===== src/design/tach_pkg.sv =====
`timescale 1ns / 1ps
// ----------------------------------------------------------------------------
// tach_pkg
// Shared widths, reset values, codes and structures of the pulse tachometer.
// ----------------------------------------------------------------------------
package tach_pkg;

   localparam int unsigned ADC_W      = 12;
   localparam int unsigned WIN_W      = 16;
   localparam int unsigned INT_W      = 8;
   localparam int unsigned CNT_W      = 16;
   localparam int unsigned RPM_W      = 16;
   localparam int unsigned PROD_W     = 32;
   localparam int unsigned CSR_DATA_W = 32;
   localparam int unsigned CSR_ADDR_W = 4;

   localparam int unsigned ADC_BITS_DEFAULT = 12;

   localparam logic [ADC_W-1:0] THRESHOLD_RESET = 12'd1240;
   localparam logic [WIN_W-1:0] WINDOW_RESET    = 16'd1000;
   localparam logic [INT_W-1:0] INTERVAL_RESET  = 8'd5;

   // ms per minute
   localparam logic [RPM_W-1:0] RPM_SCALE = 16'd60000;

   localparam int unsigned DIV_STEPS = PROD_W;
   localparam int unsigned DCNT_W    = $clog2(DIV_STEPS);

   typedef enum logic [1:0] {
      CSR_THRESHOLD = 2'd0,
      CSR_WINDOW    = 2'd1,
      CSR_INTERVAL  = 2'd2
   } csr_index_type;

   typedef enum logic [1:0] {
      PH_IDLE     = 2'd0,
      PH_SAMPLING = 2'd1,
      PH_PROCESS  = 2'd2
   } phase_type;

   typedef enum logic [1:0] {
      S_ACCEPT = 2'd0,
      S_DIV    = 2'd1,
      S_FINISH = 2'd2
   } state_type;

   typedef struct packed {
      logic [ADC_W-1:0] threshold_code;
      logic [WIN_W-1:0] window_ms;
      logic [INT_W-1:0] sample_interval;
   } cfg_type;

   typedef struct packed {
      logic step;
      logic start;
      logic div_step;
      logic finish;
   } cmd_type;

   typedef struct packed {
      logic finish_item;
      logic div_last;
   } stat_type;

   typedef struct packed {
      logic             status;
      logic             measure_done;
      logic [RPM_W-1:0] rpm;
      logic [CNT_W-1:0] pulses;
      logic             signal_seen;
      logic [ADC_W-1:0] final_adc;
      logic             busy_res;
   } rsp_payload_type;

endpackage


===== src/design/tach_if.sv =====
`timescale 1ns / 1ps
// ----------------------------------------------------------------------------
// tach_if
// Valid/ready channels of the tachometer: request items and response items.
// ----------------------------------------------------------------------------
interface tach_req_if;
   logic                      valid;
   logic                      ready;
   logic                      req_type;
   logic [tach_pkg::ADC_W-1:0] adc_sample;

   modport source (output valid, output req_type, output adc_sample, input ready);
   modport sink   (input valid, input req_type, input adc_sample, output ready);
endinterface

interface tach_rsp_if;
   logic                      valid;
   logic                      ready;
   logic                      status;
   logic                      measure_done;
   logic [tach_pkg::RPM_W-1:0] rpm;
   logic [tach_pkg::CNT_W-1:0] pulses;
   logic                      signal_seen;
   logic [tach_pkg::ADC_W-1:0] final_adc;
   logic                      busy_res;

   modport source (output valid, output status, output measure_done, output rpm,
                   output pulses, output signal_seen, output final_adc,
                   output busy_res, input ready);
   modport sink   (input valid, input status, input measure_done, input rpm,
                   input pulses, input signal_seen, input final_adc,
                   input busy_res, output ready);
endinterface


===== src/design/tach_csr.sv =====
`timescale 1ns / 1ps
// ----------------------------------------------------------------------------
// tach_csr
// APB-style register file: threshold, window length and sample interval.
// ----------------------------------------------------------------------------
module tach_csr (
   input  logic                            clock,
   input  logic                            reset,
   input  logic                            psel,
   input  logic                            penable,
   input  logic                            pwrite,
   input  logic [tach_pkg::CSR_ADDR_W-1:0] paddr,
   input  logic [tach_pkg::CSR_DATA_W-1:0] pwdata,
   output logic [tach_pkg::CSR_DATA_W-1:0] prdata,
   output tach_pkg::cfg_type               cfg
);
   import tach_pkg::*;

   cfg_type       cfg_ff, cfg_in;
   csr_index_type index;
   logic          wr_en;

   assign index = csr_index_type'(paddr[CSR_ADDR_W-1:2]);
   assign wr_en = psel && penable && pwrite;
   assign cfg   = cfg_ff;

   always_comb begin
      cfg_in = cfg_ff;
      if (wr_en) begin
         unique case (index)
            CSR_THRESHOLD: cfg_in.threshold_code  = pwdata[ADC_W-1:0];
            CSR_WINDOW:    cfg_in.window_ms       = pwdata[WIN_W-1:0];
            CSR_INTERVAL:  cfg_in.sample_interval = pwdata[INT_W-1:0];
            default:       cfg_in = cfg_ff;
         endcase
      end
   end

   always_comb begin
      unique case (index)
         CSR_THRESHOLD: prdata = CSR_DATA_W'(cfg_ff.threshold_code);
         CSR_WINDOW:    prdata = CSR_DATA_W'(cfg_ff.window_ms);
         CSR_INTERVAL:  prdata = CSR_DATA_W'(cfg_ff.sample_interval);
         default:       prdata = '0;
      endcase
   end

   always_ff @(posedge clock) begin
      if (reset) begin
         cfg_ff.threshold_code  <= THRESHOLD_RESET;
         cfg_ff.window_ms       <= WINDOW_RESET;
         cfg_ff.sample_interval <= INTERVAL_RESET;
      end else begin
         cfg_ff <= cfg_in;
      end
   end

endmodule


===== src/design/tach_ctrl.sv =====
`timescale 1ns / 1ps
// ----------------------------------------------------------------------------
// tach_ctrl
// Sequencer: takes items, runs the rpm division and issues the final push.
// ----------------------------------------------------------------------------
module tach_ctrl (
   input  logic               clock,
   input  logic               reset,
   input  logic               req_valid,
   output logic               req_ready,
   input  logic               space,
   input  tach_pkg::stat_type stat,
   output tach_pkg::cmd_type  cmd
);
   import tach_pkg::*;

   state_type state_ff, state_in;

   always_comb begin
      state_in  = state_ff;
      req_ready = 1'b0;
      cmd       = '0;
      unique case (state_ff)
         S_ACCEPT: begin
            req_ready = space;
            if (req_valid && space) begin
               if (stat.finish_item) begin
                  cmd.start = 1'b1;
                  state_in  = S_DIV;
               end else begin
                  cmd.step = 1'b1;
               end
            end
         end
         S_DIV: begin
            cmd.div_step = 1'b1;
            if (stat.div_last) begin
               state_in = S_FINISH;
            end
         end
         S_FINISH: begin
            cmd.finish = 1'b1;
            state_in   = S_ACCEPT;
         end
         default: state_in = S_ACCEPT;
      endcase
   end

   always_ff @(posedge clock) begin
      if (reset) begin
         state_ff <= S_ACCEPT;
      end else begin
         state_ff <= state_in;
      end
   end

   a_finish_after_div: assert property (@(posedge clock) disable iff (reset)
      (state_ff == S_FINISH) |-> $past(state_ff == S_DIV && stat.div_last))
      else $error("finish without completed division");

   a_start_only_finishing: assert property (@(posedge clock) disable iff (reset)
      cmd.start |-> (req_valid && space && stat.finish_item))
      else $error("division started without a completing item");

   a_no_take_while_busy: assert property (@(posedge clock) disable iff (reset)
      (state_ff != S_ACCEPT) |-> !req_ready)
      else $error("item taken during division");

endmodule


===== src/design/tach_dp.sv =====
`timescale 1ns / 1ps
// ----------------------------------------------------------------------------
// tach_dp
// Window counters, edge detection, held result and the serial rpm divider.
// ----------------------------------------------------------------------------
module tach_dp #(
   parameter int unsigned ADC_BITS = tach_pkg::ADC_BITS_DEFAULT
) (
   input  logic                       clock,
   input  logic                       reset,
   input  tach_pkg::cmd_type          cmd,
   input  tach_pkg::cfg_type          cfg,
   input  logic                       req_type,
   input  logic [tach_pkg::ADC_W-1:0] adc_sample,
   output tach_pkg::stat_type         stat,
   output logic                       push,
   output tach_pkg::rsp_payload_type  push_data
);
   import tach_pkg::*;

   localparam int unsigned      ADC_KEEP = (ADC_BITS < ADC_W) ? ADC_BITS : ADC_W;
   localparam logic [ADC_W-1:0] ADC_MASK = ADC_W'((1 << ADC_KEEP) - 1);

   phase_type         phase_ff, phase_in;
   logic [WIN_W-1:0]  elapsed_ff, elapsed_in;
   logic [INT_W-1:0]  tss_ff, tss_in;
   logic [CNT_W-1:0]  edge_ff, edge_in;
   logic              prev_ff, prev_in;
   logic              seen_ff, seen_in;
   logic [RPM_W-1:0]  held_rpm_ff, held_rpm_in;
   logic [CNT_W-1:0]  held_pulses_ff, held_pulses_in;
   logic              held_seen_ff, held_seen_in;
   logic [ADC_W-1:0]  held_adc_ff, held_adc_in;
   logic [PROD_W-1:0] quo_ff, quo_in;
   logic [WIN_W-1:0]  rem_ff, rem_in;
   logic [DCNT_W-1:0] dcnt_ff, dcnt_in;
   logic [ADC_W-1:0]  fin_adc_ff, fin_adc_in;

   logic [ADC_W-1:0]  sample;
   logic [WIN_W-1:0]  elapsed_inc;
   logic [INT_W-1:0]  tss_inc;
   logic              level;
   logic [PROD_W-1:0] product;
   logic [WIN_W:0]    rem_shift;
   logic [WIN_W:0]    rem_diff;
   logic              status;

   assign sample      = adc_sample & ADC_MASK;
   assign elapsed_inc = (elapsed_ff == '1) ? elapsed_ff : elapsed_ff + 1'b1;
   assign tss_inc     = (tss_ff == '1) ? tss_ff : tss_ff + 1'b1;
   assign level       = sample > cfg.threshold_code;
   assign product     = PROD_W'(edge_ff) * PROD_W'(RPM_SCALE);
   assign rem_shift   = {rem_ff, quo_ff[PROD_W-1]};
   assign rem_diff    = rem_shift - {1'b0, cfg.window_ms};

   assign stat.finish_item = (phase_ff == PH_PROCESS) && !req_type;
   assign stat.div_last    = (dcnt_ff == DCNT_W'(DIV_STEPS - 1));

   always_comb begin
      phase_in       = phase_ff;
      elapsed_in     = elapsed_ff;
      tss_in         = tss_ff;
      edge_in        = edge_ff;
      prev_in        = prev_ff;
      seen_in        = seen_ff;
      held_rpm_in    = held_rpm_ff;
      held_pulses_in = held_pulses_ff;
      held_seen_in   = held_seen_ff;
      held_adc_in    = held_adc_ff;
      quo_in         = quo_ff;
      rem_in         = rem_ff;
      dcnt_in        = dcnt_ff;
      fin_adc_in     = fin_adc_ff;
      status         = 1'b0;

      if (cmd.step) begin
         if (req_type) begin
            if (phase_ff == PH_IDLE) begin
               elapsed_in = '0;
               tss_in     = '0;
               edge_in    = '0;
               prev_in    = 1'b0;
               seen_in    = 1'b0;
               phase_in   = PH_SAMPLING;
            end else begin
               status = 1'b1;
            end
         end else begin
            unique case (phase_ff)
               PH_SAMPLING: begin
                  elapsed_in = elapsed_inc;
                  tss_in     = tss_inc;
                  if (elapsed_inc >= cfg.window_ms) begin
                     phase_in = PH_PROCESS;
                  end else begin
                     status = 1'b1;
                     if (tss_inc >= cfg.sample_interval) begin
                        if (level && !prev_ff && (edge_ff != '1)) begin
                           edge_in = edge_ff + 1'b1;
                        end
                        seen_in = seen_ff | level;
                        prev_in = level;
                        tss_in  = '0;
                     end
                  end
               end
               PH_PROCESS: phase_in = PH_PROCESS;
               default:    phase_in = PH_IDLE;
            endcase
         end
      end

      if (cmd.start) begin
         quo_in     = product;
         rem_in     = '0;
         dcnt_in    = '0;
         fin_adc_in = sample;
      end

      if (cmd.div_step) begin
         if (!rem_diff[WIN_W]) begin
            rem_in = rem_diff[WIN_W-1:0];
         end else begin
            rem_in = rem_shift[WIN_W-1:0];
         end
         quo_in  = {quo_ff[PROD_W-2:0], !rem_diff[WIN_W]};
         dcnt_in = dcnt_ff + 1'b1;
      end

      if (cmd.finish) begin
         held_adc_in    = fin_adc_ff;
         held_seen_in   = seen_ff;
         held_pulses_in = edge_ff;
         if (cfg.window_ms == '0) begin
            held_rpm_in = '0;
         end else if (quo_ff[PROD_W-1:RPM_W] != '0) begin
            held_rpm_in = '1;
         end else begin
            held_rpm_in = quo_ff[RPM_W-1:0];
         end
         phase_in = PH_IDLE;
      end
   end

   assign push                   = cmd.step || cmd.finish;
   assign push_data.status       = status;
   assign push_data.measure_done = cmd.finish;
   assign push_data.rpm          = held_rpm_in;
   assign push_data.pulses       = held_pulses_in;
   assign push_data.signal_seen  = held_seen_in;
   assign push_data.final_adc    = held_adc_in;
   assign push_data.busy_res     = (phase_in != PH_IDLE);

   always_ff @(posedge clock) begin
      if (reset) begin
         phase_ff       <= PH_IDLE;
         elapsed_ff     <= '0;
         tss_ff         <= '0;
         edge_ff        <= '0;
         prev_ff        <= 1'b0;
         seen_ff        <= 1'b0;
         held_rpm_ff    <= '0;
         held_pulses_ff <= '0;
         held_seen_ff   <= 1'b0;
         held_adc_ff    <= '0;
         dcnt_ff        <= '0;
      end else begin
         phase_ff       <= phase_in;
         elapsed_ff     <= elapsed_in;
         tss_ff         <= tss_in;
         edge_ff        <= edge_in;
         prev_ff        <= prev_in;
         seen_ff        <= seen_in;
         held_rpm_ff    <= held_rpm_in;
         held_pulses_ff <= held_pulses_in;
         held_seen_ff   <= held_seen_in;
         held_adc_ff    <= held_adc_in;
         dcnt_ff        <= dcnt_in;
      end
   end

   always_ff @(posedge clock) begin
      quo_ff     <= quo_in;
      rem_ff     <= rem_in;
      fin_adc_ff <= fin_adc_in;
   end

endmodule


===== src/design/tach_rsp_buf.sv =====
`timescale 1ns / 1ps
// ----------------------------------------------------------------------------
// tach_rsp_buf
// Two-entry response buffer: output register plus skid register.
// ----------------------------------------------------------------------------
module tach_rsp_buf (
   input  logic                      clock,
   input  logic                      reset,
   input  logic                      push,
   input  tach_pkg::rsp_payload_type push_data,
   output logic                      space,
   tach_rsp_if.source                rsp
);
   import tach_pkg::*;

   rsp_payload_type out_ff, out_in;
   rsp_payload_type skid_ff, skid_in;
   logic            out_valid_ff, out_valid_in;
   logic            skid_valid_ff, skid_valid_in;
   logic            pop;

   assign pop   = out_valid_ff && rsp.ready;
   assign space = !skid_valid_ff;

   always_comb begin
      out_in        = out_ff;
      out_valid_in  = out_valid_ff;
      skid_in       = skid_ff;
      skid_valid_in = skid_valid_ff;
      if (!out_valid_ff || pop) begin
         if (skid_valid_ff) begin
            out_in        = skid_ff;
            out_valid_in  = 1'b1;
            skid_in       = push_data;
            skid_valid_in = push;
         end else begin
            out_in       = push_data;
            out_valid_in = push;
         end
      end else if (push) begin
         skid_in       = push_data;
         skid_valid_in = 1'b1;
      end
   end

   always_ff @(posedge clock) begin
      if (reset) begin
         out_valid_ff  <= 1'b0;
         skid_valid_ff <= 1'b0;
      end else begin
         out_valid_ff  <= out_valid_in;
         skid_valid_ff <= skid_valid_in;
      end
   end

   always_ff @(posedge clock) begin
      out_ff  <= out_in;
      skid_ff <= skid_in;
   end

   assign rsp.valid        = out_valid_ff;
   assign rsp.status       = out_ff.status;
   assign rsp.measure_done = out_ff.measure_done;
   assign rsp.rpm          = out_ff.rpm;
   assign rsp.pulses       = out_ff.pulses;
   assign rsp.signal_seen  = out_ff.signal_seen;
   assign rsp.final_adc    = out_ff.final_adc;
   assign rsp.busy_res     = out_ff.busy_res;

   a_skid_behind_out: assert property (@(posedge clock) disable iff (reset)
      skid_valid_ff |-> out_valid_ff)
      else $error("skid entry without output entry");

   a_no_overflow: assert property (@(posedge clock) disable iff (reset)
      push |-> !(skid_valid_ff && out_valid_ff && !pop))
      else $error("response buffer overflow");

endmodule


===== src/design/windowed_pulse_tachometer.sv =====
`timescale 1ns / 1ps
// ----------------------------------------------------------------------------
// windowed_pulse_tachometer
// Pulse-counting tachometer over a programmable window of millisecond ticks.
//
// req_bus carries one item per tick (req_type 0, with adc_sample) or a start
// trigger (req_type 1). Every item gives exactly one item on rsp_bus.
// Ordinary items do not hold the sequencer, and their response is registered in
// the response buffer. The tick that completes a measurement latches
// pulses*60000, runs the bit-serial restoring divider by window_ms (one
// quotient bit per cycle), then pushes the result.
// No item is taken while that division runs.
// The csr_ port writes threshold_code (0x0), window_ms (0x4) and
// sample_interval (0x8); write only while no item is outstanding.
// Reset returns to idle with zeroed counters and held result, and restores
// the register defaults.
// A stalled receiver is absorbed by a two-entry response buffer: one more
// item is still accepted while a response waits, then req_bus.ready drops
// until rsp_bus.ready frees a slot.
// ----------------------------------------------------------------------------
module windowed_pulse_tachometer #(
   parameter int unsigned ADC_BITS = tach_pkg::ADC_BITS_DEFAULT
) (
   input  logic                            clock,
   input  logic                            reset,
   tach_req_if.sink                        req_bus,
   tach_rsp_if.source                      rsp_bus,
   input  logic                            csr_psel,
   input  logic                            csr_penable,
   input  logic                            csr_pwrite,
   input  logic [tach_pkg::CSR_ADDR_W-1:0] csr_paddr,
   input  logic [tach_pkg::CSR_DATA_W-1:0] csr_pwdata,
   output logic [tach_pkg::CSR_DATA_W-1:0] csr_prdata,
   output logic                            csr_pready
);
   import tach_pkg::*;

   cfg_type         cfg;
   cmd_type         cmd;
   stat_type        stat;
   logic            space;
   logic            push;
   logic            req_ready;
   rsp_payload_type push_data;

   assign csr_pready    = 1'b1;
   assign req_bus.ready = req_ready;

   tach_csr u_csr (
      .clock   (clock),
      .reset   (reset),
      .psel    (csr_psel),
      .penable (csr_penable),
      .pwrite  (csr_pwrite),
      .paddr   (csr_paddr),
      .pwdata  (csr_pwdata),
      .prdata  (csr_prdata),
      .cfg     (cfg)
   );

   tach_ctrl u_ctrl (
      .clock     (clock),
      .reset     (reset),
      .req_valid (req_bus.valid),
      .req_ready (req_ready),
      .space     (space),
      .stat      (stat),
      .cmd       (cmd)
   );

   tach_dp #(
      .ADC_BITS (ADC_BITS)
   ) u_dp (
      .clock      (clock),
      .reset      (reset),
      .cmd        (cmd),
      .cfg        (cfg),
      .req_type   (req_bus.req_type),
      .adc_sample (req_bus.adc_sample),
      .stat       (stat),
      .push       (push),
      .push_data  (push_data)
   );

   tach_rsp_buf u_rsp_buf (
      .clock     (clock),
      .reset     (reset),
      .push      (push),
      .push_data (push_data),
      .space     (space),
      .rsp       (rsp_bus)
   );

endmodule

===== src/flat_wrapper.sv =====
// flat-port wrapper written by rule: the top's interface ports become plain ports
module windowed_pulse_tachometer_flat import tach_pkg::*;
#(
   parameter int unsigned ADC_BITS = tach_pkg::ADC_BITS_DEFAULT
)
  (clock, reset, csr_psel, csr_penable, csr_pwrite, csr_paddr, csr_pwdata, csr_prdata, csr_pready, req_bus_valid, req_bus_req_type, req_bus_adc_sample, req_bus_ready, rsp_bus_valid, rsp_bus_status, rsp_bus_measure_done, rsp_bus_rpm, rsp_bus_pulses, rsp_bus_signal_seen, rsp_bus_final_adc, rsp_bus_busy_res, rsp_bus_ready);
  tach_req_if req_bus_i ();
  tach_rsp_if rsp_bus_i ();
  input  logic clock;
  input  logic reset;
  input  logic csr_psel;
  input  logic csr_penable;
  input  logic csr_pwrite;
  input  logic [tach_pkg::CSR_ADDR_W-1:0] csr_paddr;
  input  logic [tach_pkg::CSR_DATA_W-1:0] csr_pwdata;
  output logic [tach_pkg::CSR_DATA_W-1:0] csr_prdata;
  output logic csr_pready;
  input wire logic [$bits(req_bus_i.valid)-1:0] req_bus_valid;
  input wire logic [$bits(req_bus_i.req_type)-1:0] req_bus_req_type;
  input wire logic [$bits(req_bus_i.adc_sample)-1:0] req_bus_adc_sample;
  output wire logic [$bits(req_bus_i.ready)-1:0] req_bus_ready;
  output wire logic [$bits(rsp_bus_i.valid)-1:0] rsp_bus_valid;
  output wire logic [$bits(rsp_bus_i.status)-1:0] rsp_bus_status;
  output wire logic [$bits(rsp_bus_i.measure_done)-1:0] rsp_bus_measure_done;
  output wire logic [$bits(rsp_bus_i.rpm)-1:0] rsp_bus_rpm;
  output wire logic [$bits(rsp_bus_i.pulses)-1:0] rsp_bus_pulses;
  output wire logic [$bits(rsp_bus_i.signal_seen)-1:0] rsp_bus_signal_seen;
  output wire logic [$bits(rsp_bus_i.final_adc)-1:0] rsp_bus_final_adc;
  output wire logic [$bits(rsp_bus_i.busy_res)-1:0] rsp_bus_busy_res;
  input wire logic [$bits(rsp_bus_i.ready)-1:0] rsp_bus_ready;
  assign req_bus_i.valid = req_bus_valid;
  assign req_bus_i.req_type = req_bus_req_type;
  assign req_bus_i.adc_sample = req_bus_adc_sample;
  assign req_bus_ready = req_bus_i.ready;
  assign rsp_bus_valid = rsp_bus_i.valid;
  assign rsp_bus_status = rsp_bus_i.status;
  assign rsp_bus_measure_done = rsp_bus_i.measure_done;
  assign rsp_bus_rpm = rsp_bus_i.rpm;
  assign rsp_bus_pulses = rsp_bus_i.pulses;
  assign rsp_bus_signal_seen = rsp_bus_i.signal_seen;
  assign rsp_bus_final_adc = rsp_bus_i.final_adc;
  assign rsp_bus_busy_res = rsp_bus_i.busy_res;
  assign rsp_bus_i.ready = rsp_bus_ready;
  windowed_pulse_tachometer #(.ADC_BITS(ADC_BITS)) u_core (.clock(clock), .reset(reset), .req_bus(req_bus_i), .rsp_bus(rsp_bus_i), .csr_psel(csr_psel), .csr_penable(csr_penable), .csr_pwrite(csr_pwrite), .csr_paddr(csr_paddr), .csr_pwdata(csr_pwdata), .csr_prdata(csr_prdata), .csr_pready(csr_pready));
endmodule

===== config.mk =====
export PLATFORM = sky130hd
export DESIGN_NAME = windowed_pulse_tachometer_flat
export DESIGN_NICKNAME = d
export VERILOG_FILES = /design/src/design/tach_pkg.sv /design/src/design/tach_if.sv /design/src/design/tach_csr.sv /design/src/design/tach_ctrl.sv /design/src/design/tach_dp.sv /design/src/design/tach_rsp_buf.sv /design/src/design/windowed_pulse_tachometer.sv /design/src/flat_wrapper.sv
export SDC_FILE = /design/constraint.sdc
export NUM_CORES = 1
export LEC_CHECK = 0
export BUFFER_PORTS_ARGS = -buffer_cell sky130_fd_sc_hd__buf_2
export CELL_PAD_IN_SITES_DETAIL_PLACEMENT = 0
export CELL_PAD_IN_SITES_GLOBAL_PLACEMENT = 1
export CORE_MARGIN = 2
export CORE_UTILIZATION = 40
export DETAILED_ROUTE_END_ITERATION = 7
export GPL_TIMING_DRIVEN = 0
export PLACE_DENSITY_LB_ADDON = 0.1
export SETUP_SLACK_MARGIN = 0.15
export SYNTH_ARGS = -nofsm -noshare
export SYNTH_HDL_FRONTEND = slang
export SYNTH_SLANG_ARGS = --single-unit

===== constraint.sdc =====
create_clock -name clock -period 5.7 [get_ports clock]
set_input_delay 0.57 -clock clock [delete_from_list [all_inputs] [get_ports clock]]
set_output_delay 0.57 -clock clock [all_outputs]
set_load 0.01 [all_outputs]

# Word-level counts from Yosys, hierarchy flattened

Cells that the tools add are included.

Flip-flop bits (word level): 290
Input port bits: 56
Output and inout port bits: 83
Word-level logic and storage cells: 161

$add $sub $neg: 5
Multipliers: 1
Order comparisons: 3
Equality and inequality tests: 16
Muxes and demuxes: 68
Bitwise gates (word level): 1
Reduce and logical (&&, ||, !) cells: 33

Operator list:

| operator                 | number |
|---|---|
| $mux W16                 | 16 |
| $mux W48                 | 4 |
| $mux W32                 | 2 |
| $mux W8                  | 6 |
| $pmux W16 S3             | 1 |
| $add A16 B1 Y16 const B  | 2 |
| $mul A16 B11 Y27 const B | 1 |
| $mux W1                  | 24 |
| $mux W2                  | 10 |
| $sub A17 B16 Y17         | 1 |
| $eq A16 B16 Y1 const B   | 1 |
| $ge A16 B16 Y1           | 1 |
| $logic_not A16 Y1        | 1 |
| $ne A16 B16 Y1 const B   | 1 |
| $reduce_bool A16 Y1      | 1 |
| $gt A12 B12 Y1           | 1 |
| $mux W12                 | 1 |
| $reduce_bool A2 Y1       | 6 |
| $mux W5                  | 2 |
| $add A8 B1 Y8 const B    | 1 |
| $eq A8 B8 Y1 const B     | 1 |
| $ge A8 B8 Y1             | 1 |
| $pmux W2 S2              | 2 |
| $reduce_and A2 Y1        | 4 |
| other kinds (14)         | 36 |

# Longest topological paths before layout

Gate-level depths: netlist of run 1.

Depth after elaboration: 11
Mapped depth: 20
Gate-level depth less buffers: 19

# Cells and area by module

From an unflattened synthesis of run 1, not the netlist that was laid out.

Cell total of the unflattened synthesis: 1651
Area total of the unflattened synthesis: 17793.3 um2

By module, submodules not included:

| module                    | instances | cells each | area each (um2) |
|---|---|---|---|
| tach_dp                   | 1         | 1265       | 11913.9 |
| tach_rsp_buf              | 1         | 161        | 3792.4 |
| tach_csr                  | 1         | 210        | 1921.8 |
| tach_ctrl                 | 1         | 13         | 153.9 |
| windowed_pulse_tachometer | 1         | 2          | 11.3 |

# Least setup slack after synthesis of run 1

Ideal clock, no wire load.

Path kind: flip-flop to flip-flop
Start point: register u_core.u_dp.edge_ff[6]
End point: register u_core.u_dp.quo_ff[30], data pin
Setup time: 265 ps
Arrival time: 5072 ps
Required time: 5435 ps
Path slack: 363 ps
Cell stages (with the launch flop): 20
Buffers on the path: 0
Clock period less this slack: 5337 ps
Cell sequence: dfxtp_1 inv_1 fa_1 inv_1 fa_1 fa_1 inv_1 fa_1 fa_1 inv_1 ha_1 a21oi_1 o221ai_1 a21o_1 a31oi_1 o21ai_1 o2111ai_1 a21boi_1 o2111a_1 or3_1

Cells in the longest elaborated chain, start to end: 3

Ends and longest elaborated chain:

| element                    | RTL line       | RTL |
|---|---|---|
| start, declared            | tach_dp.sv:27  | `logic [CNT_W-1:0] edge_ff, edge_in;` |
| start signal, assigned     | tach_dp.sv:171 | `edge_ff <= edge_in;` |
| $mul A16 B11 Y27           | tach_dp.sv:52  | `assign product = PROD_W'(edge_ff) * PROD_W'(RPM_SCALE);` |
| $mux W32                   | tach_dp.sv:113 | `if (cmd.start) begin` |
| $mux W32                   | tach_dp.sv:120 | `if (cmd.div_step) begin` |
| net u_core.u_dp.quo_in[30] | tach_dp.sv:34  | `logic [PROD_W-1:0] quo_ff, quo_in;` |
| end signal, assigned       | tach_dp.sv:183 | `quo_ff <= quo_in;` |
| end, declared              | tach_dp.sv:34  |  |

The timed path passes the listed nets, and every way through them passes these cells. The select of a mux whose other input is x is not followed.
A chain may end at the register's enable or synchronous reset.

# Final worst setup path of run 1

Start point: register u_core.u_dp.edge_ff[5]
End point: register u_core.u_dp.quo_ff[30], data pin

The elaborated chain is that of the path after synthesis.

==> out/metrics.yaml, run 1 <==
run_status:
  outcome: "complete, no violations"
cts:
  clk_latency_ns: 0.54
  numCtsBuffers: 34
  htree_levels: 2
  cts_tree: "built"
  cts_hold_buf: 0
  clockBufferDepth: 3
  clk_pin_slew_ns: 0.06
  cts_sinks: 290
  clockRootBuffer: "clkbuf_16"
logic_synthesis:
  syn_inst: 1685
  yosysTopAreaCell: "edfxtp_1"
  ys_seq_elements: 290
  syn_avg_cell_area_sq_um: 10.1
  synth_edf_count: 156
  synth.area.top_cells: "edfxtp_1, dfxtp_1, ha_1"
  synth_flop_cell: "edfxtp_1"
  syn-cell-area_sq_mm: 0.0170
  ys_warn_count: 0
  synth_top_area_share_pct: 27.5
  ys_types: 73
  async_flop_share_pct: 0
  ys_seq_area_share_pct: 43.3
timing:
  fin_crit_ns: 5.29
  final-setup-viol-count: 0
  max_freq_mhz: 189
  tns_ns: 0
  hold_viol_final: 0
  finalMaxSlewViolations: 0
  worst_slew_pin_slew_ns: 1.17
  slew-limit-headroom_pct: 21.1
  rsz0062_at_grt: "no"
  finClkSkew_ns: 0.0144
  finalCritPeriodShare_pct: 92.8
critical_path:
  end_kind: "flop"
  cp_cell_sequence: "clkinvlp_4, fa_1, inv_1, fa_1, fa_1, inv_1, fa_1, fa_1, inv_1, ha_4, inv_1, o221ai_1, a21o_1, a31oi_4, o21ai_2, o2111ai_2, a21boi_2, o2111a_1, or3_1"
  setup.worst_path.start: "u_core.u_dp.edge_ff[5]"
  ff2ff_setup_slack_ns: 0.41
  cp_max_fo: 5
  cp-start-kind: "flop"
  path_delay_family: "adder cells"
  worst-path-buf-inv: 5
  timing_worst_setup_path_type: "flop to flop"
  critical-path-max-stage-delay_ns: 0.56
  slowest_stage: "fa_1"
  crit_required_ns: 5.99
  r2r-start: "u_core.u_dp.edge_ff[5]"
  path_common_cell: "fa_1"
  cp.arrival_ns: 5.58
final_layout:
  mostFrequentLayoutCells: "nand2_1, edfxtp_1, inv_1"
  n_antenna_cell: 0
  final_common_cell: "nand2_1"
  drive_gt1_share_pct: 14.6
  area_growth_pct: 14.7
  final_nets: 2099
power:
  leakagePower_uw: 0.00863
  pwr-share-seq_pct: 50.0
  fin_total_pwr_uw: 4490
  clockPowerShare_pct: 44.8
  p_sw_uw: 1060
  switching_share_pct: 23.6
  comb_power_share_pct: 5.2
  ir_drop_mv: 0.149
  internal-power_uw: 3430
  power-per-cell-area_mw_per_mm2: 230
floorplan:
  start_util_pct: 40.6
  ios: 139
  coreArea_sq_mm: 0.0419
  die_area_sq_mm: 0.0442
  die_h_um: 210
  rows: 75
  die_w_um: 210
min_path:
  holdCritPathClass: "input pin to flop"
  min_from: "req_bus_adc_sample[0]"
placed_design:
  numPortBuffers: 101
  dp_hpwl_mm: 33.8
  gp_congestion: 0.841
routing:
  firstDrtPassIters: 5
  vias: 12500
  wl_per_cell_um: 18.4
  routed_via_density: 5.18
  drtIter0Drc: 706
  wl_mm: 44.3
  drc: 0
  ant_nets: 0
grt:
  first_global_vias: 12400
  grt_max_degree: 41
  grt_pass1_wl_mm: 70.0
  antenna_found_initial: 0
  grt_usage_pct: 20.4
  overflow: 0
run:
  maxCapViolCount: 0
## final timing paths
| kind | endpoint | cells past startpoint |
|---|---|---|
| min | u_core.u_dp.fin_adc_ff[0] | 1 |
| min reg2reg | u_core.u_dp.held_rpm_ff[2] | 2 |
| max reg2reg | u_core.u_dp.quo_ff[30] | 19 |
| max | u_core.u_dp.quo_ff[30] | 19 |
## cell usage after synthesis (39+ instances only)
library cell and count:
nor2_1 119, dfxtp_1 134, ha_1 136, mux2_2 49
nor2b_1 44, mux2i_1 39, nand2_1 208, edfxtp_1 156
clkbuf_1 53, fa_1 62, o21ai_0 60, inv_1 148
a21oi_1 109
## power by group through the flow
stage | Combinational (uW) | Sequential [uW] | Clock (uW)
CTS | 236 | 2250 | 2080
global placement | 230 | 2300 | 0
detailed placement | 235 | 2290 | 0
global route | 259 | 2250 | 2140
floorplan | 125 | 2300 | 0
finish | 234 | 2240 | 2010
## metal layers
metal | part of all wire (%) | track usage, % | up-vias | routed length [um]
li1 | - | - | 6176 | -
met1 | 50 | 29.4 | 6052 | 22000
met5 | 0 | 0 | - | 0
met3 | 4.0 | 2.91 | 50 | 1760
met4 | 2.0 | 5.87 | 0 | 896
met2 | 44 | 32.1 | 210 | 19600
## through the flow
stage | setup WS [ns] | utilization, % | hold slack (ns) | instances | area, sq um
finish | 0.412 | 46.5 | 0.237 | 2410 | 19500
global route | 0.150 | 46.5 | 0.216 | 2410 | 19500
CTS | 0.154 | 46.2 | 0.208 | 2406 | 19400
detailed placement | -0.216 | 43.7 | 0.453 | 2343 | 18300
global placement | -0.245 | 43.5 | 0.447 | 2340 | 18300
floorplan | 0.363 | - | 0.423 | 1700 | 17100
## timing repair
item                       4_1_cts  5_1_grt
resized for setup               20       26
setup buffers                    1        4
setup endpoints to repair        6        5
pin swaps                        0       11
## cell type report
class | count | area, sq um
plain buffers | 80 | 379
clock buffers | 46 | 896
clock inverters | 16 | 96.3
fillers | 4034 | 22400
inverters | 150 | 571
multi-input cells | 1180 | 8910
flip-flops and latches | 290 | 7400
well taps | 539 | 674
repair buffers | 109 | 603
## cell families (layout without fill, tap and decap cells)
logic type	Yosys count	in the layout	synth area share, %
buffers and inverters	230	401	5.53
other	2	17	0.0441
multiplexers	88	88	5.53
adder cells (fa/ha/maj)	199	199	17.3
flip-flops	290	290	43.3
AO/OA/AOI/OAI	313	313	11.7
XOR/XNOR	47	47	2.42
AND/OR/NAND/NOR	516	516	14.2
## state kept, by name, summed over array words and instances (netlist names), 5 cells and up
register                        flops
u_core.u_rsp_buf.rsp.final_adc     12
u_core.u_rsp_buf.rsp.rpm           16
u_core.u_dp.fin_adc_ff             12
u_core.u_rsp_buf.rsp.pulses        16
u_core.u_csr.cfg                   36
u_core.u_dp.rem_ff                 16
u_core.u_dp.quo_ff                 32
u_core.u_dp.elapsed_ff             16
u_core.u_dp.held_rpm_ff            16
u_core.u_dp.held_adc_ff            12
u_core.u_dp.held_pulses_ff         16
u_core.u_dp.dcnt_ff                 5
u_core.u_dp.edge_ff                16
u_core.u_dp.tss_ff                  8
u_core.u_rsp_buf.skid_ff           48
Note: power is estimated with default switching activity, not from simulation.
==> run 2, diff against run 1 <==
--- a/config.mk
+++ b/config.mk
@@ -12,7 +12,8 @@
 export CORE_UTILIZATION = 40
 export DETAILED_ROUTE_END_ITERATION = 7
 export GPL_TIMING_DRIVEN = 0
-export PLACE_DENSITY_LB_ADDON = 0.1
+export MAX_ROUTING_LAYER = met4
+export PLACE_DENSITY_LB_ADDON = 0.3
 export SETUP_SLACK_MARGIN = 0.15
 export SYNTH_ARGS = -nofsm -noshare
 export SYNTH_HDL_FRONTEND = slang
==> out/metrics.yaml, run 2 (same netlist as run 1, synthesis figures left out) <==
routing:
  vias: 12600
  routed_via_density: 5.21
  drc: 0
  wl_met2_mm: 19.9
  route.layer.met1.wl_mm: 20.6
  drtIter0Drc: 938
  wl_mm: 43.5
  wl_per_cell_um: 18.0
  ant_nets: 0
  wl_met3_mm: 2.04
  top_layer_used: "met4"
  firstDrtPassIters: 5
floorplan:
  ios: 139
  rows: 75
  die_area_sq_mm: 0.0442
  die_w_um: 210
  start_util_pct: 40.6
  die_h_um: 210
  coreArea_sq_mm: 0.0419
critical_path:
  end_kind: "flop"
  rr_endpoint: "u_core.u_dp.quo_ff[30]"
  cp_cell_sequence: "fa_1, fa_1, fa_1, inv_1, fa_1, fa_1, inv_1, ha_4, and4_1, a211oi_1, o21ai_2, a31oi_4, o21ai_2, o2111ai_2, a21boi_2, o2111a_1, or3_1"
  path_common_cell: "fa_1"
  reg2regPathDepth: 17
  r2r-start: "u_core.u_dp.edge_ff[0]"
  crit_required_ns: 5.94
  cp-start-kind: "flop"
  cp_max_fo: 9
  slowest_stage: "fa_1"
  cp.arrival_ns: 5.55
  ff2ff_setup_slack_ns: 0.39
  timing_worst_setup_path_type: "flop to flop"
  critical-path-max-stage-delay_ns: 0.56
grt:
  grt_pass1_wl_mm: 69.4
  grt_max_degree: 38
  antenna_found_initial: 2
  grt_usage_pct: 20.6
  overflow: 0
  first_global_vias: 12500
timing:
  max_freq_mhz: 188
  finClkSkew_ns: 0.0255
  setup_ws_ns: 0.388
  final-setup-viol-count: 0
  rsz0062_at_grt: "no"
  finalCritPeriodShare_pct: 93.2
  slew-limit-headroom_pct: 27.4
  finalMaxSlewViolations: 0
  hold_viol_final: 0
  fin_crit_ns: 5.31
  worst_slew_pin_slew_ns: 1.08
  whs_ns: 0.257
placed_design:
  numPortBuffers: 101
  place_ws_ns: -0.213
  gp_congestion: 0.867
  dp_hpwl_mm: 33.1
min_path:
  min_from: "req_bus_adc_sample[0]"
  holdPathStages: 1
  holdCritPathClass: "input pin to flop"
  hold_path_end: "u_core.u_dp.fin_adc_ff[0]"
run:
  maxCapViolCount: 0
cts:
  htree_levels: 2
  clockBufferDepth: 3
  cts_tree: "built"
  numCtsBuffers: 34
  cts_sinks: 290
  clk_latency_ns: 0.52
  clockRootBuffer: "clkbuf_16"
  clk_pin_slew_ns: 0.06
power:
  clockPowerShare_pct: 45.6
  ir_drop_mv: 0.170
  p_sw_uw: 1030
  switching_share_pct: 22.5
  comb_power_share_pct: 5.2
  internal-power_uw: 3540
  leakagePower_uw: 0.00869
  power-per-cell-area_mw_per_mm2: 233
  pwr-share-seq_pct: 49.2
final_layout:
  final_common_cell: "nand2_1"
  largest_register: "u_core.u_rsp_buf.skid_ff"
  largest_reg_flops: 48
  mostFrequentLayoutCells: "nand2_1, edfxtp_1, inv_1"
  drive_gt1_share_pct: 14.9
  area_growth_pct: 15.3
  final_nets: 2102
run_status:
  outcome: "complete, no violations"
[run 2: cell types whose count changed in the layout (fill, tap and decap cells not counted), sizes merged]
cell / before / now
clkinv: 14 / 11
diode: 0 / 2
buf: 136 / 139
bufinv: 0 / 2
[run 2: area by class of cell]
class / instances / area, sq um
fillers: 3950 / 22300
multi-input cells: 1180 / 8910
flip-flops and latches: 290 / 7400
clock buffers: 46 / 917
well taps: 539 / 674
repair buffers: 112 / 653
inverters: 150 / 569
plain buffers: 80 / 379
clock inverters: 15 / 130
diodes: 2 / 5.00
[run 2: worst max path at each step]
| stage | startpoint | endpoint | slack, ns |
|---|---|---|---|
| 2_1_floorplan | u_core.u_dp.edge_ff[6] | u_core.u_dp.quo_ff[30] | 0.36 |
| 3_3_place_gp | u_core.u_dp.edge_ff[4] | u_core.u_dp.quo_ff[30] | -0.21 |
| 3_5_place_dp | u_core.u_dp.edge_ff[4] | u_core.u_dp.quo_ff[30] | -0.21 |
| 4_1_cts | u_core.u_dp.edge_ff[1] | u_core.u_dp.quo_ff[31] | 0.16 |
| 5_1_grt | u_core.u_dp.edge_ff[5] | u_core.u_dp.quo_ff[30] | 0.12 |
| 6_report | u_core.u_dp.edge_ff[0] | u_core.u_dp.quo_ff[30] | 0.39 |
[run 2: power groups by stage]
stage	registers [uW]	clock network (uW)	logic, uW
2_1_floorplan	2300	0	125
3_3_place_gp	2300	0	227
3_5_place_dp	2300	0	238
4_1_cts	2250	2130	240
5_1_grt	2250	2220	261
6_report	2250	2080	238
[run 2: critical path, delay by kind of cell, from the launching register on]
kind	cells	cell delay (ns)
compound gates	7	1.18
fa+ha+maj	6	2.78
buf+inv	2	0.13
flops	1	0.39
simple gates	2	0.57
[run 2: timing repair]
action	CTS	global route
hold endpoints to repair	0	0
buffers inserted	1	6
pin swaps	0	6
hold buffers	0	0
gates resized for setup	20	26
endpoints found under the setup margin	6	6
[run 2: routing by layer]
| metal | GRT usage (%) | up-vias |
|---|---|---|
| li1 | - | 6187 |
| met1 | 28.2 | 6075 |
| met2 | 31.8 | 267 |
| met3 | 3.28 | 52 |
| met4 | 5.43 | 0 |
| met5 | - | - |
[run 2: through the flow]
stage | TNS, ns | cells | instance area, sq um | utilization (%) | total power [uW]
floorplan | 0 | 1700 | 17100 | - | 2430
global placement | -0.441 | 2340 | 18300 | 43.5 | 2530
detailed placement | -0.447 | 2344 | 18400 | 43.8 | 2530
CTS | 0 | 2406 | 19500 | 46.4 | 4620
global route | 0 | 2414 | 19600 | 46.8 | 4730
finish | 0 | 2414 | 19600 | 46.8 | 4570
==> run 3, diff against run 2 <==
--- a/config.mk
+++ b/config.mk
@@ -6,10 +6,12 @@
 export NUM_CORES = 1
 export LEC_CHECK = 0
 export BUFFER_PORTS_ARGS = -buffer_cell sky130_fd_sc_hd__buf_2
+export CAP_MARGIN = 40
 export CELL_PAD_IN_SITES_DETAIL_PLACEMENT = 0
-export CELL_PAD_IN_SITES_GLOBAL_PLACEMENT = 1
+export CELL_PAD_IN_SITES_GLOBAL_PLACEMENT = 2
 export CORE_MARGIN = 2
-export CORE_UTILIZATION = 40
+export CORE_UTILIZATION = 36
+export CTS_BUF_LIST = sky130_fd_sc_hd__clkbuf_8 sky130_fd_sc_hd__clkbuf_16
 export DETAILED_ROUTE_END_ITERATION = 7
 export GPL_TIMING_DRIVEN = 0
 export MAX_ROUTING_LAYER = met4
==> out/metrics.yaml, run 3 (same netlist as run 1, synthesis figures left out) <==
run_status:
  outcome: "finished with violations"
  violations: "design-rule violations"
cts:
  clockRootBuffer: "clkbuf_16"
  cts_sinks: 290
  htree_levels: 2
  clk_latency_ns: 0.55
  clk_pin_slew_ns: 0.06
  cts_tree: "built"
  numCtsBuffers: 35
  clockBufferDepth: 3
routing:
  wl_mm: 46.0
  drc: 24
  wl_per_cell_um: 18.4
  ant_nets: 0
  routed_via_density: 5.07
  vias: 12600
  drtIter0Drc: 756
  firstDrtPassIters: 7
final_layout:
  final_nets: 2109
  final_cells: 2491
  final_common_cell: "nand2_1"
  largest_register: "u_core.u_rsp_buf.skid_ff"
  drive_gt1_share_pct: 15.6
  largest_reg_flops: 48
  mostFrequentLayoutCells: "nand2_1, edfxtp_1, inv_1"
  area_growth_pct: 16.8
timing:
  finalCritPeriodShare_pct: 95.0
  rsz0062_at_grt: "yes"
  final-setup-viol-count: 0
  slew-limit-headroom_pct: 40.6
  hold_viol_final: 0
  worst_slew_pin_slew_ns: 0.892
  fin_crit_ns: 5.42
  finalMaxSlewViolations: 0
  finClkSkew_ns: 0.0171
  whs_ns: 0.239
  max_freq_mhz: 185
power:
  pwr-share-seq_pct: 47.8
  comb_power_share_pct: 5.2
  switching_share_pct: 23.3
  p_sw_uw: 1090
  clockPowerShare_pct: 47.0
  power-per-cell-area_mw_per_mm2: 236
  internal-power_uw: 3600
  leakagePower_uw: 0.00879
  fin_total_pwr_uw: 4700
  ir_drop_mv: 0.185
grt:
  grt_pass1_wl_mm: 73.1
  grt_max_degree: 34
  first_global_vias: 12800
  overflow: 0
  antenna_found_initial: 2
  grt_usage_pct: 19.6
min_path:
  holdCritPathClass: "input pin to flop"
critical_path:
  reg2regPathDepth: 19
  ff2ff_setup_slack_ns: 0.28
  crit_required_ns: 5.98
  cp.arrival_ns: 5.70
  rr_endpoint: "u_core.u_dp.quo_ff[30]"
  r2r-start: "u_core.u_dp.edge_ff[1]"
  cp-start-kind: "flop"
  timing_worst_setup_path_type: "flop to flop"
  cp_max_fo: 5
  end_kind: "flop"
  setup.worst_path.start: "u_core.u_dp.edge_ff[1]"
  crit_path_end: "u_core.u_dp.quo_ff[30]"
floorplan:
  die_area_sq_mm: 0.0491
  die_w_um: 221
  start_util_pct: 36.5
  die_h_um: 221
  ios: 139
  rows: 79
  coreArea_sq_mm: 0.0467
placed_design:
  gp_congestion: 0.833
  dp_hpwl_mm: 35.3
  placedCellCount: 2415
  numPortBuffers: 101
run:
  maxCapViolCount: 0
-- run 3: timing repair --
item	in CTS	in global routing
gates cloned	0	0
buffers inserted	6	4
gates resized for setup	32	19
pin swaps	2	13
hold buffers	0	0
endpoints found under the setup margin	8	6
-- run 3: layout make-up --
cell class                 instances  area [sq um]
buffer                            80           379
sequential                       290          7400
clock buffer                      41           981
inverter                         150           579
timing repair buffer             118           704
antenna                            2          5.00
fill                            4577         26800
multi-input combinational       1180          8920
tap                              607           759
clock inverter                    23           168
-- run 3: critical path, stage by stage (launching register included) --
cell        delay, ns
dfxtp_4          0.40
clkinvlp_4       0.15
fa_1             0.55
inv_1            0.05
fa_1             0.47
fa_1             0.53
inv_1            0.06
fa_1             0.40
fa_1             0.56
inv_1            0.09
ha_4             0.26
a21oi_2          0.17
o221ai_1         0.14
a21o_1           0.20
a31oi_4          0.19
o21ai_2          0.10
o2111ai_2        0.10
a21boi_2         0.10
o2111a_1         0.23
or3_1            0.39
-- run 3: power by group through the flow --
stage                     sequential [uW]  combinational [uW]  clock, uW
after CTS                            2250                 246       2270
after global routing                 2250                 266       2350
after global placement               2300                 233          0
final                                2250                 244       2210
after detailed placement             2300                 245          0
after floorplan                      2300                 125          0
-- run 3: metrics by stage --
step           area [sq um]  util (%)  worst slack [ns]  TNS (ns)
2_1_floorplan         17100         -             0.363         0
3_3_place_gp          18300      39.3            -0.274    -10.53
3_5_place_dp          18500      39.6            -0.306    -0.459
4_1_cts               19800      42.4             0.150         0
5_1_grt               19900      42.6            0.0754         0
6_report              19900      42.6             0.284         0
-- run 3: worst min-delay path by stage --
| stage | start | to | slack, ns | cells past startpoint |
|---|---|---|---|---|
| 6_report | req_bus_adc_sample[0] | u_core.u_dp.fin_adc_ff[0] | 0.24 | 1 |
| 3_5_place_dp | u_core.u_dp.held_rpm_ff[6] | u_core.u_dp.held_rpm_ff[6] | 0.45 | 2 |
| 4_1_cts | req_bus_adc_sample[0] | u_core.u_dp.fin_adc_ff[0] | 0.21 | 1 |
| 5_1_grt | req_bus_adc_sample[0] | u_core.u_dp.fin_adc_ff[0] | 0.22 | 1 |
| 3_3_place_gp | u_core.u_dp.held_rpm_ff[4] | u_core.u_dp.held_rpm_ff[4] | 0.45 | 2 |
| 2_1_floorplan | u_core.u_dp.seen_ff | u_core.u_dp.seen_ff | 0.42 | 2 |
-- run 3: per-layer routing --
| metal | global-route usage, % | wire [um] | up-vias |
|---|---|---|---|
| li1 | - | - | 6208 |
| met1 | 26.9 | 22700 | 6132 |
| met2 | 30.0 | 20400 | 216 |
| met4 | 6.19 | 1210 | 0 |
| met5 | - | 0 | - |
| met3 | 2.82 | 1670 | 69 |
